<file path="src/rtl/sra_pkg.sv">
// shared types, codes and sequence helpers for the selective-repeat arq engine
// no dependencies; imported by sra_ctrl, sra_datapath and the top level
`default_nettype none

package sra_pkg;

  localparam int SEQ_MAX = 15;
  localparam int WINDOW  = 8;
  localparam int SEQ_W   = $clog2(SEQ_MAX + 1);
  localparam int SLOT_W  = (WINDOW > 1) ? $clog2(WINDOW) : 1;
  localparam int CNT_W   = $clog2(WINDOW + 1);

  typedef logic [SEQ_W-1:0]  seq_t;
  typedef logic [SLOT_W-1:0] slot_t;
  typedef logic [CNT_W-1:0]  cnt_t;

  // event commands
  localparam logic [2:0] CMD_NET_READY = 3'd0;
  localparam logic [2:0] CMD_PHY_READY = 3'd1;
  localparam logic [2:0] CMD_FRAME     = 3'd2;
  localparam logic [2:0] CMD_DATA_TMO  = 3'd3;
  localparam logic [2:0] CMD_ACK_TMO   = 3'd4;

  // received frame kinds
  localparam logic [1:0] KIND_DATA = 2'd0;
  localparam logic [1:0] KIND_ACK  = 2'd1;
  localparam logic [1:0] KIND_NAK  = 2'd2;

  // result actions
  localparam logic [2:0] ACT_SEND_DATA = 3'd0;
  localparam logic [2:0] ACT_SEND_NAK  = 3'd1;
  localparam logic [2:0] ACT_SEND_ACK  = 3'd2;
  localparam logic [2:0] ACT_DELIVER   = 3'd3;
  localparam logic [2:0] ACT_RELEASE   = 3'd4;
  localparam logic [2:0] ACT_STATUS    = 3'd5;

  // datapath operations issued by the controller
  typedef enum logic [3:0] {
    OP_NONE,
    OP_LATCH,
    OP_SEND_NEW,
    OP_LINK_UP,
    OP_SEND_TMO,
    OP_SEND_ACK,
    OP_SEND_NAK,
    OP_MARK,
    OP_DELIVER,
    OP_RESEND,
    OP_RELEASE,
    OP_STATUS
  } dp_op_t;

  // datapath conditions seen by the controller
  typedef struct packed {
    logic [2:0] cmd;
    logic       good;
    logic [1:0] kind;
    logic       win_free;
    logic       nak_allowed;
    logic       seq_unexpected;
    logic       mark_new;
    logic       deliver_rdy;
    logic       resend_ok;
    logic       release_ok;
    logic       out_space;
  } dp_stat_t;

  function automatic seq_t seq_next(input seq_t n);
    return (n == seq_t'(SEQ_MAX)) ? '0 : n + seq_t'(1);
  endfunction

  function automatic seq_t seq_prev(input seq_t n);
    return (n == '0) ? seq_t'(SEQ_MAX) : n - seq_t'(1);
  endfunction

  // b lies in the circular range [a, c)
  function automatic logic in_window(input seq_t a, input seq_t b, input seq_t c);
    return (a <= b && b < c) || (c < a && a <= b) || (b < c && c < a);
  endfunction

  function automatic slot_t slot_of(input seq_t s);
    return slot_t'(s % WINDOW);
  endfunction

endpackage

`default_nettype wire

</file>
<file path="src/rtl/sra_ctrl.sv">
// event sequencer for the selective-repeat arq engine
// depends on sra_pkg; drives sra_datapath one operation per cycle
`default_nettype none

module sra_ctrl (
  input  wire logic             clk,
  input  wire logic             rst_n,
  input  wire logic             in_valid,
  output logic                  in_ready,
  input  wire sra_pkg::dp_stat_t stat,
  output sra_pkg::dp_op_t       op
);
  import sra_pkg::*;

  typedef enum logic [2:0] {
    S_IDLE,
    S_DISPATCH,
    S_RX_NAK,
    S_RX_MARK,
    S_DELIVER,
    S_RESEND,
    S_RELEASE,
    S_STATUS
  } state_t;

  state_t state_r, state_nxt;

  always_comb begin
    state_nxt = state_r;
    op        = OP_NONE;
    in_ready  = 1'b0;
    case (state_r)
      S_IDLE: begin
        in_ready = 1'b1;
        if (in_valid) begin
          op        = OP_LATCH;
          state_nxt = S_DISPATCH;
        end
      end
      S_DISPATCH: begin
        case (stat.cmd)
          CMD_NET_READY: begin
            // full window: event ignored
            if (!stat.win_free) begin
              state_nxt = S_STATUS;
            end else if (stat.out_space) begin
              op        = OP_SEND_NEW;
              state_nxt = S_STATUS;
            end
          end
          CMD_PHY_READY: begin
            op        = OP_LINK_UP;
            state_nxt = S_STATUS;
          end
          CMD_FRAME: begin
            if (stat.good) begin
              state_nxt = S_RX_NAK;
            end else if (!stat.nak_allowed) begin
              state_nxt = S_STATUS;
            end else if (stat.out_space) begin
              op        = OP_SEND_NAK;
              state_nxt = S_STATUS;
            end
          end
          CMD_DATA_TMO: begin
            if (stat.out_space) begin
              op        = OP_SEND_TMO;
              state_nxt = S_STATUS;
            end
          end
          CMD_ACK_TMO: begin
            if (stat.out_space) begin
              op        = OP_SEND_ACK;
              state_nxt = S_STATUS;
            end
          end
          default: begin
            state_nxt = S_STATUS;
          end
        endcase
      end
      S_RX_NAK: begin
        if (stat.kind != KIND_DATA) begin
          state_nxt = S_RESEND;
        end else if (!(stat.seq_unexpected && stat.nak_allowed)) begin
          state_nxt = S_RX_MARK;
        end else if (stat.out_space) begin
          op        = OP_SEND_NAK;
          state_nxt = S_RX_MARK;
        end
      end
      S_RX_MARK: begin
        if (stat.mark_new) begin
          op        = OP_MARK;
          state_nxt = S_DELIVER;
        end else begin
          state_nxt = S_RESEND;
        end
      end
      S_DELIVER: begin
        // one in-order delivery per cycle while the output has space, until a gap
        if (!stat.deliver_rdy) begin
          state_nxt = S_RESEND;
        end else if (stat.out_space) begin
          op = OP_DELIVER;
        end
      end
      S_RESEND: begin
        if (!stat.resend_ok) begin
          state_nxt = S_RELEASE;
        end else if (stat.out_space) begin
          op        = OP_RESEND;
          state_nxt = S_RELEASE;
        end
      end
      S_RELEASE: begin
        // one release per cycle while the output has space and the ack covers the window base
        if (!stat.release_ok) begin
          state_nxt = S_STATUS;
        end else if (stat.out_space) begin
          op = OP_RELEASE;
        end
      end
      S_STATUS: begin
        if (stat.out_space) begin
          op        = OP_STATUS;
          state_nxt = S_IDLE;
        end
      end
      default: begin
        state_nxt = S_IDLE;
      end
    endcase
  end

  always_ff @(posedge clk) begin
    if (!rst_n) begin
      state_r <= S_IDLE;
    end else begin
      state_r <= state_nxt;
    end
  end

endmodule

`default_nettype wire

</file>
<file path="src/rtl/sra_datapath.sv">
// window state, receive bitmap, event latch and output word register
// depends on sra_pkg; operations come from sra_ctrl
`default_nettype none

module sra_datapath (
  input  wire logic              clk,
  input  wire logic              rst_n,
  input  wire sra_pkg::dp_op_t   op,
  output sra_pkg::dp_stat_t      stat,
  input  wire logic [2:0]        in_command,
  input  wire logic              in_frame_good,
  input  wire logic [1:0]        in_frame_kind,
  input  wire sra_pkg::seq_t     in_frame_seq,
  input  wire sra_pkg::seq_t     in_peer_ack,
  input  wire sra_pkg::seq_t     in_timeout_seq,
  output logic                   out_valid,
  input  wire logic              out_ready,
  output logic [2:0]             out_action,
  output sra_pkg::seq_t          out_seq_no,
  output sra_pkg::seq_t          out_ack_no,
  output sra_pkg::slot_t         out_slot,
  output logic                   out_network_enable,
  output logic                   out_last
);
  import sra_pkg::*;

  // latched event
  logic [2:0] ev_cmd_r;
  logic       ev_good_r;
  logic [1:0] ev_kind_r;
  seq_t       ev_seq_r, ev_ack_r, ev_tseq_r;

  // protocol state
  seq_t              send_window_base_r, send_window_base_nxt;
  seq_t              next_send_seq_r, next_send_seq_nxt;
  seq_t              recv_expected_seq_r, recv_expected_seq_nxt;
  seq_t              recv_window_edge_r, recv_window_edge_nxt;
  logic [WINDOW-1:0] arrived_marks_r, arrived_marks_nxt;
  cnt_t              outstanding_count_r, outstanding_count_nxt;
  logic              link_ready_r, link_ready_nxt;
  logic              nak_allowed_r, nak_allowed_nxt;

  // output word
  logic       out_valid_r, out_valid_nxt;
  logic [2:0] out_action_r, out_action_nxt;
  seq_t       out_seq_no_r, out_seq_no_nxt;
  seq_t       out_ack_no_r, out_ack_no_nxt;
  slot_t      out_slot_r, out_slot_nxt;
  logic       out_en_r, out_en_nxt;
  logic       out_last_r, out_last_nxt;

  logic out_space;
  logic emit;
  seq_t ack_value;
  seq_t resend_seq;
  logic win_free;

  assign out_space  = !out_valid_r || out_ready;
  assign ack_value  = seq_prev(recv_expected_seq_r);
  assign resend_seq = seq_next(ev_ack_r);
  assign win_free   = outstanding_count_r < cnt_t'(WINDOW);

  always_comb begin
    stat.cmd            = ev_cmd_r;
    stat.good           = ev_good_r;
    stat.kind           = ev_kind_r;
    stat.win_free       = win_free;
    stat.nak_allowed    = nak_allowed_r;
    stat.seq_unexpected = ev_seq_r != recv_expected_seq_r;
    stat.mark_new       = in_window(recv_expected_seq_r, ev_seq_r, recv_window_edge_r) &&
                          !arrived_marks_r[slot_of(ev_seq_r)];
    stat.deliver_rdy    = arrived_marks_r[slot_of(recv_expected_seq_r)];
    stat.resend_ok      = (ev_kind_r == KIND_NAK) &&
                          in_window(send_window_base_r, resend_seq, next_send_seq_r);
    stat.release_ok     = in_window(send_window_base_r, ev_ack_r, next_send_seq_r);
    stat.out_space      = out_space;
  end

  always_comb begin
    send_window_base_nxt  = send_window_base_r;
    next_send_seq_nxt     = next_send_seq_r;
    recv_expected_seq_nxt = recv_expected_seq_r;
    recv_window_edge_nxt  = recv_window_edge_r;
    arrived_marks_nxt     = arrived_marks_r;
    outstanding_count_nxt = outstanding_count_r;
    link_ready_nxt        = link_ready_r;
    nak_allowed_nxt       = nak_allowed_r;

    emit           = 1'b0;
    out_action_nxt = out_action_r;
    out_seq_no_nxt = out_seq_no_r;
    out_ack_no_nxt = out_ack_no_r;
    out_slot_nxt   = out_slot_r;
    out_en_nxt     = out_en_r;
    out_last_nxt   = out_last_r;

    case (op)
      OP_SEND_NEW: begin
        emit                  = 1'b1;
        out_action_nxt        = ACT_SEND_DATA;
        out_seq_no_nxt        = next_send_seq_r;
        out_ack_no_nxt        = ack_value;
        out_slot_nxt          = slot_of(next_send_seq_r);
        outstanding_count_nxt = outstanding_count_r + cnt_t'(1);
        next_send_seq_nxt     = seq_next(next_send_seq_r);
        link_ready_nxt        = 1'b0;
      end
      OP_LINK_UP: begin
        link_ready_nxt = 1'b1;
      end
      OP_SEND_TMO: begin
        emit           = 1'b1;
        out_action_nxt = ACT_SEND_DATA;
        out_seq_no_nxt = ev_tseq_r;
        out_ack_no_nxt = ack_value;
        out_slot_nxt   = slot_of(ev_tseq_r);
        link_ready_nxt = 1'b0;
      end
      OP_SEND_ACK: begin
        emit           = 1'b1;
        out_action_nxt = ACT_SEND_ACK;
        out_seq_no_nxt = '0;
        out_ack_no_nxt = ack_value;
        out_slot_nxt   = '0;
        link_ready_nxt = 1'b0;
      end
      OP_SEND_NAK: begin
        emit            = 1'b1;
        out_action_nxt  = ACT_SEND_NAK;
        out_seq_no_nxt  = '0;
        out_ack_no_nxt  = ack_value;
        out_slot_nxt    = '0;
        nak_allowed_nxt = 1'b0;
        link_ready_nxt  = 1'b0;
      end
      OP_MARK: begin
        arrived_marks_nxt[slot_of(ev_seq_r)] = 1'b1;
      end
      OP_DELIVER: begin
        emit                  = 1'b1;
        out_action_nxt        = ACT_DELIVER;
        out_seq_no_nxt        = recv_expected_seq_r;
        out_ack_no_nxt        = '0;
        out_slot_nxt          = slot_of(recv_expected_seq_r);
        nak_allowed_nxt       = 1'b1;
        arrived_marks_nxt[slot_of(recv_expected_seq_r)] = 1'b0;
        recv_expected_seq_nxt = seq_next(recv_expected_seq_r);
        recv_window_edge_nxt  = seq_next(recv_window_edge_r);
      end
      OP_RESEND: begin
        emit           = 1'b1;
        out_action_nxt = ACT_SEND_DATA;
        out_seq_no_nxt = resend_seq;
        out_ack_no_nxt = ack_value;
        out_slot_nxt   = slot_of(resend_seq);
        link_ready_nxt = 1'b0;
      end
      OP_RELEASE: begin
        emit           = 1'b1;
        out_action_nxt = ACT_RELEASE;
        out_seq_no_nxt = send_window_base_r;
        out_ack_no_nxt = '0;
        out_slot_nxt   = slot_of(send_window_base_r);
        if (outstanding_count_r != '0) begin
          outstanding_count_nxt = outstanding_count_r - cnt_t'(1);
        end
        send_window_base_nxt = seq_next(send_window_base_r);
      end
      OP_STATUS: begin
        emit           = 1'b1;
        out_action_nxt = ACT_STATUS;
        out_seq_no_nxt = '0;
        out_ack_no_nxt = '0;
        out_slot_nxt   = '0;
      end
      default: begin
      end
    endcase

    // network_enable and last are only set on the status word
    if (emit) begin
      out_en_nxt   = (op == OP_STATUS) && win_free && link_ready_r;
      out_last_nxt = (op == OP_STATUS);
    end

    if (emit) begin
      out_valid_nxt = 1'b1;
    end else if (out_ready) begin
      out_valid_nxt = 1'b0;
    end else begin
      out_valid_nxt = out_valid_r;
    end
  end

  always_ff @(posedge clk) begin
    if (!rst_n) begin
      send_window_base_r  <= '0;
      next_send_seq_r     <= '0;
      recv_expected_seq_r <= '0;
      recv_window_edge_r  <= seq_t'(WINDOW % (SEQ_MAX + 1));
      arrived_marks_r     <= '0;
      outstanding_count_r <= '0;
      link_ready_r        <= 1'b0;
      nak_allowed_r       <= 1'b1;
      out_valid_r         <= 1'b0;
    end else begin
      send_window_base_r  <= send_window_base_nxt;
      next_send_seq_r     <= next_send_seq_nxt;
      recv_expected_seq_r <= recv_expected_seq_nxt;
      recv_window_edge_r  <= recv_window_edge_nxt;
      arrived_marks_r     <= arrived_marks_nxt;
      outstanding_count_r <= outstanding_count_nxt;
      link_ready_r        <= link_ready_nxt;
      nak_allowed_r       <= nak_allowed_nxt;
      out_valid_r         <= out_valid_nxt;
    end
  end

  always_ff @(posedge clk) begin
    if (op == OP_LATCH) begin
      ev_cmd_r  <= in_command;
      ev_good_r <= in_frame_good;
      ev_kind_r <= in_frame_kind;
      ev_seq_r  <= in_frame_seq;
      ev_ack_r  <= in_peer_ack;
      ev_tseq_r <= in_timeout_seq;
    end
    out_action_r <= out_action_nxt;
    out_seq_no_r <= out_seq_no_nxt;
    out_ack_no_r <= out_ack_no_nxt;
    out_slot_r   <= out_slot_nxt;
    out_en_r     <= out_en_nxt;
    out_last_r   <= out_last_nxt;
  end

  assign out_valid          = out_valid_r;
  assign out_action         = out_action_r;
  assign out_seq_no         = out_seq_no_r;
  assign out_ack_no         = out_ack_no_r;
  assign out_slot           = out_slot_r;
  assign out_network_enable = out_en_r;
  assign out_last           = out_last_r;

  a_outstanding_bound: assert property (@(posedge clk) disable iff (!rst_n)
    outstanding_count_r <= cnt_t'(WINDOW))
    else $error("outstanding count above window size");

  a_outstanding_tracks_window: assert property (@(posedge clk) disable iff (!rst_n)
    seq_t'(next_send_seq_r - send_window_base_r) == seq_t'(outstanding_count_r))
    else $error("outstanding count out of step with send window");

  a_recv_edge_tracks: assert property (@(posedge clk) disable iff (!rst_n)
    recv_window_edge_r == seq_t'(recv_expected_seq_r + seq_t'(WINDOW)))
    else $error("receive window edge out of step with expected seq");

  a_no_overwrite: assert property (@(posedge clk) disable iff (!rst_n)
    emit |-> out_space)
    else $error("output word overwritten while still pending");

  a_deliver_clears_mark: assert property (@(posedge clk) disable iff (!rst_n)
    op == OP_DELIVER |=> !arrived_marks_r[$past(slot_of(recv_expected_seq_r))])
    else $error("delivered slot still marked");

endmodule

`default_nettype wire

</file>
<file path="src/rtl/selective_repeat_arq_engine.sv">
// channel  | handshake          | payload
// in_      | in_valid/in_ready  | command, frame_good, frame_kind, frame_seq, peer_ack,
//          |                    | timeout_seq
// out_     | out_valid/out_ready| action, seq_no, ack_no, slot, network_enable, last
//
// one event is taken at a time; after acceptance the sequencer makes its decisions and
// emits its words in turn until the status word is loaded,
// the longest path being 8 deliveries plus 8 releases.
// a stalled out_ready holds the sequencer at the next word; in_ready rises again as
// soon as the status word sits in the output register.
// synchronous active-low reset puts both windows at their start, link down, nak allowed.
// depends on sra_pkg, sra_ctrl and sra_datapath
`default_nettype none

module selective_repeat_arq_engine (
  input  wire logic           clk,
  input  wire logic           rst_n,
  input  wire logic           in_valid,
  output logic                in_ready,
  input  wire logic [2:0]     in_command,
  input  wire logic           in_frame_good,
  input  wire logic [1:0]     in_frame_kind,
  input  wire sra_pkg::seq_t  in_frame_seq,
  input  wire sra_pkg::seq_t  in_peer_ack,
  input  wire sra_pkg::seq_t  in_timeout_seq,
  output logic                out_valid,
  input  wire logic           out_ready,
  output logic [2:0]          out_action,
  output sra_pkg::seq_t       out_seq_no,
  output sra_pkg::seq_t       out_ack_no,
  output sra_pkg::slot_t      out_slot,
  output logic                out_network_enable,
  output logic                out_last
);
  import sra_pkg::*;

  dp_op_t   op;
  dp_stat_t stat;

  sra_ctrl u_ctrl (
    .clk      (clk),
    .rst_n    (rst_n),
    .in_valid (in_valid),
    .in_ready (in_ready),
    .stat     (stat),
    .op       (op)
  );

  sra_datapath u_datapath (
    .clk                (clk),
    .rst_n              (rst_n),
    .op                 (op),
    .stat               (stat),
    .in_command         (in_command),
    .in_frame_good      (in_frame_good),
    .in_frame_kind      (in_frame_kind),
    .in_frame_seq       (in_frame_seq),
    .in_peer_ack        (in_peer_ack),
    .in_timeout_seq     (in_timeout_seq),
    .out_valid          (out_valid),
    .out_ready          (out_ready),
    .out_action         (out_action),
    .out_seq_no         (out_seq_no),
    .out_ack_no         (out_ack_no),
    .out_slot           (out_slot),
    .out_network_enable (out_network_enable),
    .out_last           (out_last)
  );

endmodule

`default_nettype wire
</file>
<file path="config.mk">
export PLATFORM = sky130hd
export DESIGN_NAME = selective_repeat_arq_engine
export DESIGN_NICKNAME = d
export VERILOG_FILES = /design/src/rtl/sra_pkg.sv /design/src/rtl/sra_ctrl.sv /design/src/rtl/sra_datapath.sv /design/src/rtl/selective_repeat_arq_engine.sv
export SDC_FILE = /design/constraint.sdc
export NUM_CORES = 1
export LEC_CHECK = 0
export BUFFER_PORTS_ARGS = -buffer_cell sky130_fd_sc_hd__buf_2
export CAP_MARGIN = 20
export CELL_PAD_IN_SITES_DETAIL_PLACEMENT = 1
export CELL_PAD_IN_SITES_GLOBAL_PLACEMENT = 1
export CORE_MARGIN = 2
export CORE_UTILIZATION = 37
export DETAILED_ROUTE_END_ITERATION = 10
export HOLD_SLACK_MARGIN = 0.05
export PLACE_DENSITY = 0.7
export SYNTH_ARGS = -nofsm -noshare
export SYNTH_HDL_FRONTEND = slang
export SYNTH_SLANG_ARGS = --single-unit
</file>
<file path="constraint.sdc">
create_clock -name clk -period 4.55 [get_ports clk]
set_clock_uncertainty 0.15 [all_clocks]
set_input_delay 0.6825 -clock clk [delete_from_list [all_inputs] [get_ports clk]]
set_output_delay 0.6825 -clock clk [all_outputs]
set_load 0.1 [all_outputs]
</file>
==> impl_table.tex <==
\begin{tabular}{lr}
\hline
Metric & Value \\
\hline
\multicolumn{2}{l}{\textbf{Run status}} \\
Run status & finished clean \\
\multicolumn{2}{l}{\textbf{Synth}} \\
Average footprint of a synthesized cell & 8.94 um\^{}2 \\
Mapped Cells & 466 \\
Async set-reset flop share out of synthesis & 0 \\
Number of synthesis warnings & 0 \\
Nets in the synthesized netlist & around 530 \\
Share of Yosys cell area claimed by the top area cell type & 0.223 \\
Dominant cells by area after synthesis & sky130\_fd\_sc\_hd\_\_edfxtp\_1, sky130\_fd\_sc\_hd\_\_dfxtp\_1, sky130\_fd\_sc\_hd\_\_ha\_1, sky130\_fd\_sc\_hd\_\_a21oi\_1, sky130\_fd\_sc\_hd\_\_nor2\_1 \\
Yosys cell types & 66 \\
Main synth FF type & sky130\_fd\_sc\_hd\_\_dfxtp\_1 \\
EDFF count, synth & 31 \\
Sequential share of the synthesized area & 0.387 \\
Synth area leader & sky130\_fd\_sc\_hd\_\_edfxtp\_1 \\
Number of register bits inferred by synthesis & 65 \\
Netlist area before placement & 4170 um\^{}2 \\
\multicolumn{2}{l}{\textbf{Floorplanning}} \\
I/O Pins & 40 \\
Die Ht & 110 um \\
Number of placement rows & 38 \\
Chip Width & approximately 110 um \\
Die area & 12100 um\^{}2 \\
Placeable core area & 10900 um\^{}2 \\
Initial standard-cell utilization of the core & 0.381 \\
\multicolumn{2}{l}{\textbf{Clock tree}} \\
Root buffer cell & sky130\_fd\_sc\_hd\_\_clkbuf\_16 \\
Buffers from clock root to sink, at most & 2 \\
Total of cells resized after clock tree synthesis & 0 \\
TritonCTS clock tree & done \\
H-tree depth reported by CTS & 3 \\
Total number of clock tree sinks & 65 \\
Num CTS Buffers & 9 \\
\# Post-CTS Setup Buffers & 0 \\
Insertion delay of the later-clocked pin in the worst-skew pair & approximately 340 ps \\
Count of hold buffers inserted by post-cts repair & 0 \\
Reg clk slew, reported paths & 50 ps \\
\multicolumn{2}{l}{\textbf{Global routing}} \\
Total global-route track usage & 0.205 \\
Largest net degree at the start of global routing & 26 \\
M1 GR Usage & 0.260 \\
Antenna violations before repair & 0 \\
Number of global-route vias before repair & 3679 \\
Overall overflow remaining after global route & 0 \\
Global-route wire length before repair & 18800 um \\
Met2 Usage GRT & 0.343 \\
Most congested layer reported by global routing & met2 \\
Met3 usage & 0.0582 \\
\multicolumn{2}{l}{\textbf{Detailed routing}} \\
Final antenna-violating net count & 0 \\
Via total after detailed routing & 3650 \\
WL/cell & 18.1 um \\
Iteration count of the initial detailed-routing pass & 4 \\
DRC violation count after routing & 0 \\
Initial drt markers & 154 \\
Detailed-route wire length & 11700 um \\
Number of vias per cell & approximately 5.7 \\
\multicolumn{2}{l}{\textbf{Worst setup path}} \\
Worst setup SP type & flop \\
Crit path required time & 4640 ps \\
Capturing element type of the critical path & flop \\
Sum of buffers and inverters on the critical path & 1 \\
Start-to-end type of the worst setup path & flop to flop \\
Critical Path, Cell by Cell & ha\_1, a21oi\_1, nor2\_1, nor2\_1, a41oi\_1, inv\_1, ha\_1, nor2\_1, or3\_1, maj3\_2, a31oi\_4, or3b\_4, or4\_1, a221oi\_1 \\
Crit Reg-Reg Startpoint & u\_datapath.ev\_ack\_r[0]\$\_DFFE\_PN\_ \\
Critical path origin & u\_datapath.ev\_ack\_r[0]\$\_DFFE\_PN\_ \\
Largest fanout on the critical path & 7 \\
Arrival time worst endpoint & 4120 ps \\
Highest cell delay on the worst timing path & 490 ps \\
Family of cells with the greatest summed delay on the critical path & simple AND/OR/NAND/NOR gates \\
Critical path's slowest cell & sky130\_fd\_sc\_hd\_\_edfxtp\_1 \\
Most repeated library cell on the critical path & sky130\_fd\_sc\_hd\_\_nor2\_1 \\
\multicolumn{2}{l}{\textbf{Timing}} \\
Final critical delay including setup and external delays & $\sim$4000 ps \\
Max Freq & 0.248 GHz \\
Period utilization & 0.886 \\
Final-report max-slew violation count & 0 \\
Worst slew pin tran & 988 ps \\
Setup violations, final & 0 \\
Hold WS & 339 ps \\
Number of hold violations in the final report & 0 \\
Accumulated negative setup slack & 0 ps \\
Max-Slew Margin vs Limit & 0.341 \\
Setup repair after global routing missed its margin & false \\
\multicolumn{2}{l}{\textbf{Placement}} \\
Post-DP HPWL & 8750 um \\
Number of instances in the placed design & 628 \\
Placer congestion estimate & 0.817 \\
Port Buf Inserts & 39 \\
\multicolumn{2}{l}{\textbf{Layout}} \\
Antenna diode count & 0 \\
Non-filler instance count after layout & 644 \\
Fill cell instance count of the final layout & about 1300 \\
Fin nets & 558 \\
Relative area change from synthesis to final layout & 14.4\% \\
Most common cell after layout, fill and taps aside & sky130\_fd\_sc\_hd\_\_nor2\_1 \\
Commonest non-fill, non-tap cells in the layout & sky130\_fd\_sc\_hd\_\_nor2\_1, sky130\_fd\_sc\_hd\_\_a21oi\_1, sky130\_fd\_sc\_hd\_\_buf\_2 \\
Proportion of layout cells with a drive suffix above 1 & 0.141 \\
\multicolumn{2}{l}{\textbf{Power}} \\
Combinational share of power & 0.350 \\
Power share of the clock group & 0.304 \\
Leakage component of the power & 1.88 nW \\
Int Pwr & 1.32 mW \\
Fraction of power spent switching nets & 0.409 \\
Max VDD drop & around 0.31 mV \\
Sw power & 912 uW \\
Power density normalized to cell area & 468 nW/um\^{}2 \\
Total Power & between 2 and 2.5 mW \\
Sequential cell fraction of total power & 0.346 \\
\multicolumn{2}{l}{\textbf{Hold path}} \\
Critical hold path startpoint & u\_datapath.arrived\_marks\_r[1]\$\_SDFFE\_PN0P\_ \\
Hold crit path type & flop to flop \\
\multicolumn{2}{l}{\textbf{Flow run}} \\
Max\_cap viols & 0 \\
\hline
\end{tabular}
==> power by group through the flow <==
stage          Sequential, mW  Clock, mW  Combinational [mW]
2_1_floorplan           0.977          0               0.435
3_3_place_gp            0.781          0               0.770
3_5_place_dp            0.785          0               0.783
4_1_cts                 0.774      0.695               0.787
5_1_grt                 0.786      0.719               0.840
6_report                0.772      0.678               0.782
==> cell usage after synthesis, types with 3 or more instances <==
master and n:
sky130_fd_sc_hd__nor2_1 42, sky130_fd_sc_hd__a21oi_1 40, sky130_fd_sc_hd__nand2_1 37, sky130_fd_sc_hd__ha_1 36
sky130_fd_sc_hd__dfxtp_1 34, sky130_fd_sc_hd__inv_1 33, sky130_fd_sc_hd__edfxtp_1 31, sky130_fd_sc_hd__o21ai_0 21
sky130_fd_sc_hd__clkbuf_1 17, sky130_fd_sc_hd__a31oi_1 16, sky130_fd_sc_hd__nand3_1 15, sky130_fd_sc_hd__nor3_1 14
sky130_fd_sc_hd__mux2i_1 13, sky130_fd_sc_hd__nand2b_1 8, sky130_fd_sc_hd__nand4_1 7, sky130_fd_sc_hd__nor2b_1 7
sky130_fd_sc_hd__o31ai_1 7, sky130_fd_sc_hd__a211oi_1 6, sky130_fd_sc_hd__a21o_1 6, sky130_fd_sc_hd__or2_2 4
sky130_fd_sc_hd__a41oi_1 3, sky130_fd_sc_hd__buf_4 3, sky130_fd_sc_hd__o211ai_1 3, sky130_fd_sc_hd__o21a_1 3
sky130_fd_sc_hd__xnor2_1 3
==> logic make-up (layout without fill, tap and decap cells) <==
kind of cell    Yosys count  in the layout  share of synthesized area
compound gates          137            137                      0.221
xor+xnor                  5              5                     0.0105
fa+ha+maj                39             39                      0.118
buf+inv                  56             94                     0.0553
flops                    65             65                      0.387
mux                      14             14                     0.0339
simple gates            150            150                      0.175
==> cell type report <==
class	count	area [um^2]	area share
Multi-Input combinational cell	345	2320	0.488
Sequential cell	65	1610	0.338
Clock buffer	14	285	0.0598
Timing Repair Buffer	44	233	0.0488
Tap cell	140	175	0.0367
Inverter	34	128	0.0268
Clock inverter	2	10.0	0.00210
==> per-layer routing <==
layer,wire length [um],vias to the layer above
met4,106,0
met1,5420,1784
li1,-,1798
met2,5710,60
met3,428,8
met5,0,-
==> worst paths after layout <==
path | endpoint | slack [ps] | cells after the start
max | u_datapath.next_send_seq_r[3]$_SDFFE_PN0P_ | 520 | 14
min | u_datapath.arrived_marks_r[1]$_SDFFE_PN0P_ | 340 | 2
max reg2reg | u_datapath.next_send_seq_r[3]$_SDFFE_PN0P_ | 520 | 14
min reg2reg | u_datapath.arrived_marks_r[1]$_SDFFE_PN0P_ | 340 | 2
==> tightest hold or removal path, stage by stage, from the launching register on <==
cell and delay (ps):
sky130_fd_sc_hd__dfxtp_1 310, sky130_fd_sc_hd__o21ai_0 70, sky130_fd_sc_hd__a21oi_1 60
==> stage by stage <==
step	utilization	cell area [um^2]	worst slack (ps)
2_1_floorplan	-	4170	630
3_3_place_gp	0.409	4470	729
3_5_place_dp	0.409	4470	537
4_1_cts	0.436	4770	502
5_1_grt	0.436	4770	164
6_report	0.436	4770	520
==> state kept, by name (all words and copies together) (netlist names), 3 cells and up <==
name,flops
u_datapath.ev_tseq_r,4
u_datapath.out_action,3
u_datapath.recv_expected_seq_r,4
u_datapath.recv_window_edge_r,4
u_ctrl.state_r,3
u_datapath.arrived_marks_r,8
u_datapath.outstanding_count_r,4
u_datapath.ev_cmd_r,3
u_datapath.ev_ack_r,4
u_datapath.ev_seq_r,4
u_datapath.send_window_base_r,4
u_datapath.out_ack_no,4
u_datapath.next_send_seq_r,4
(Power assumes the default switching activity.)
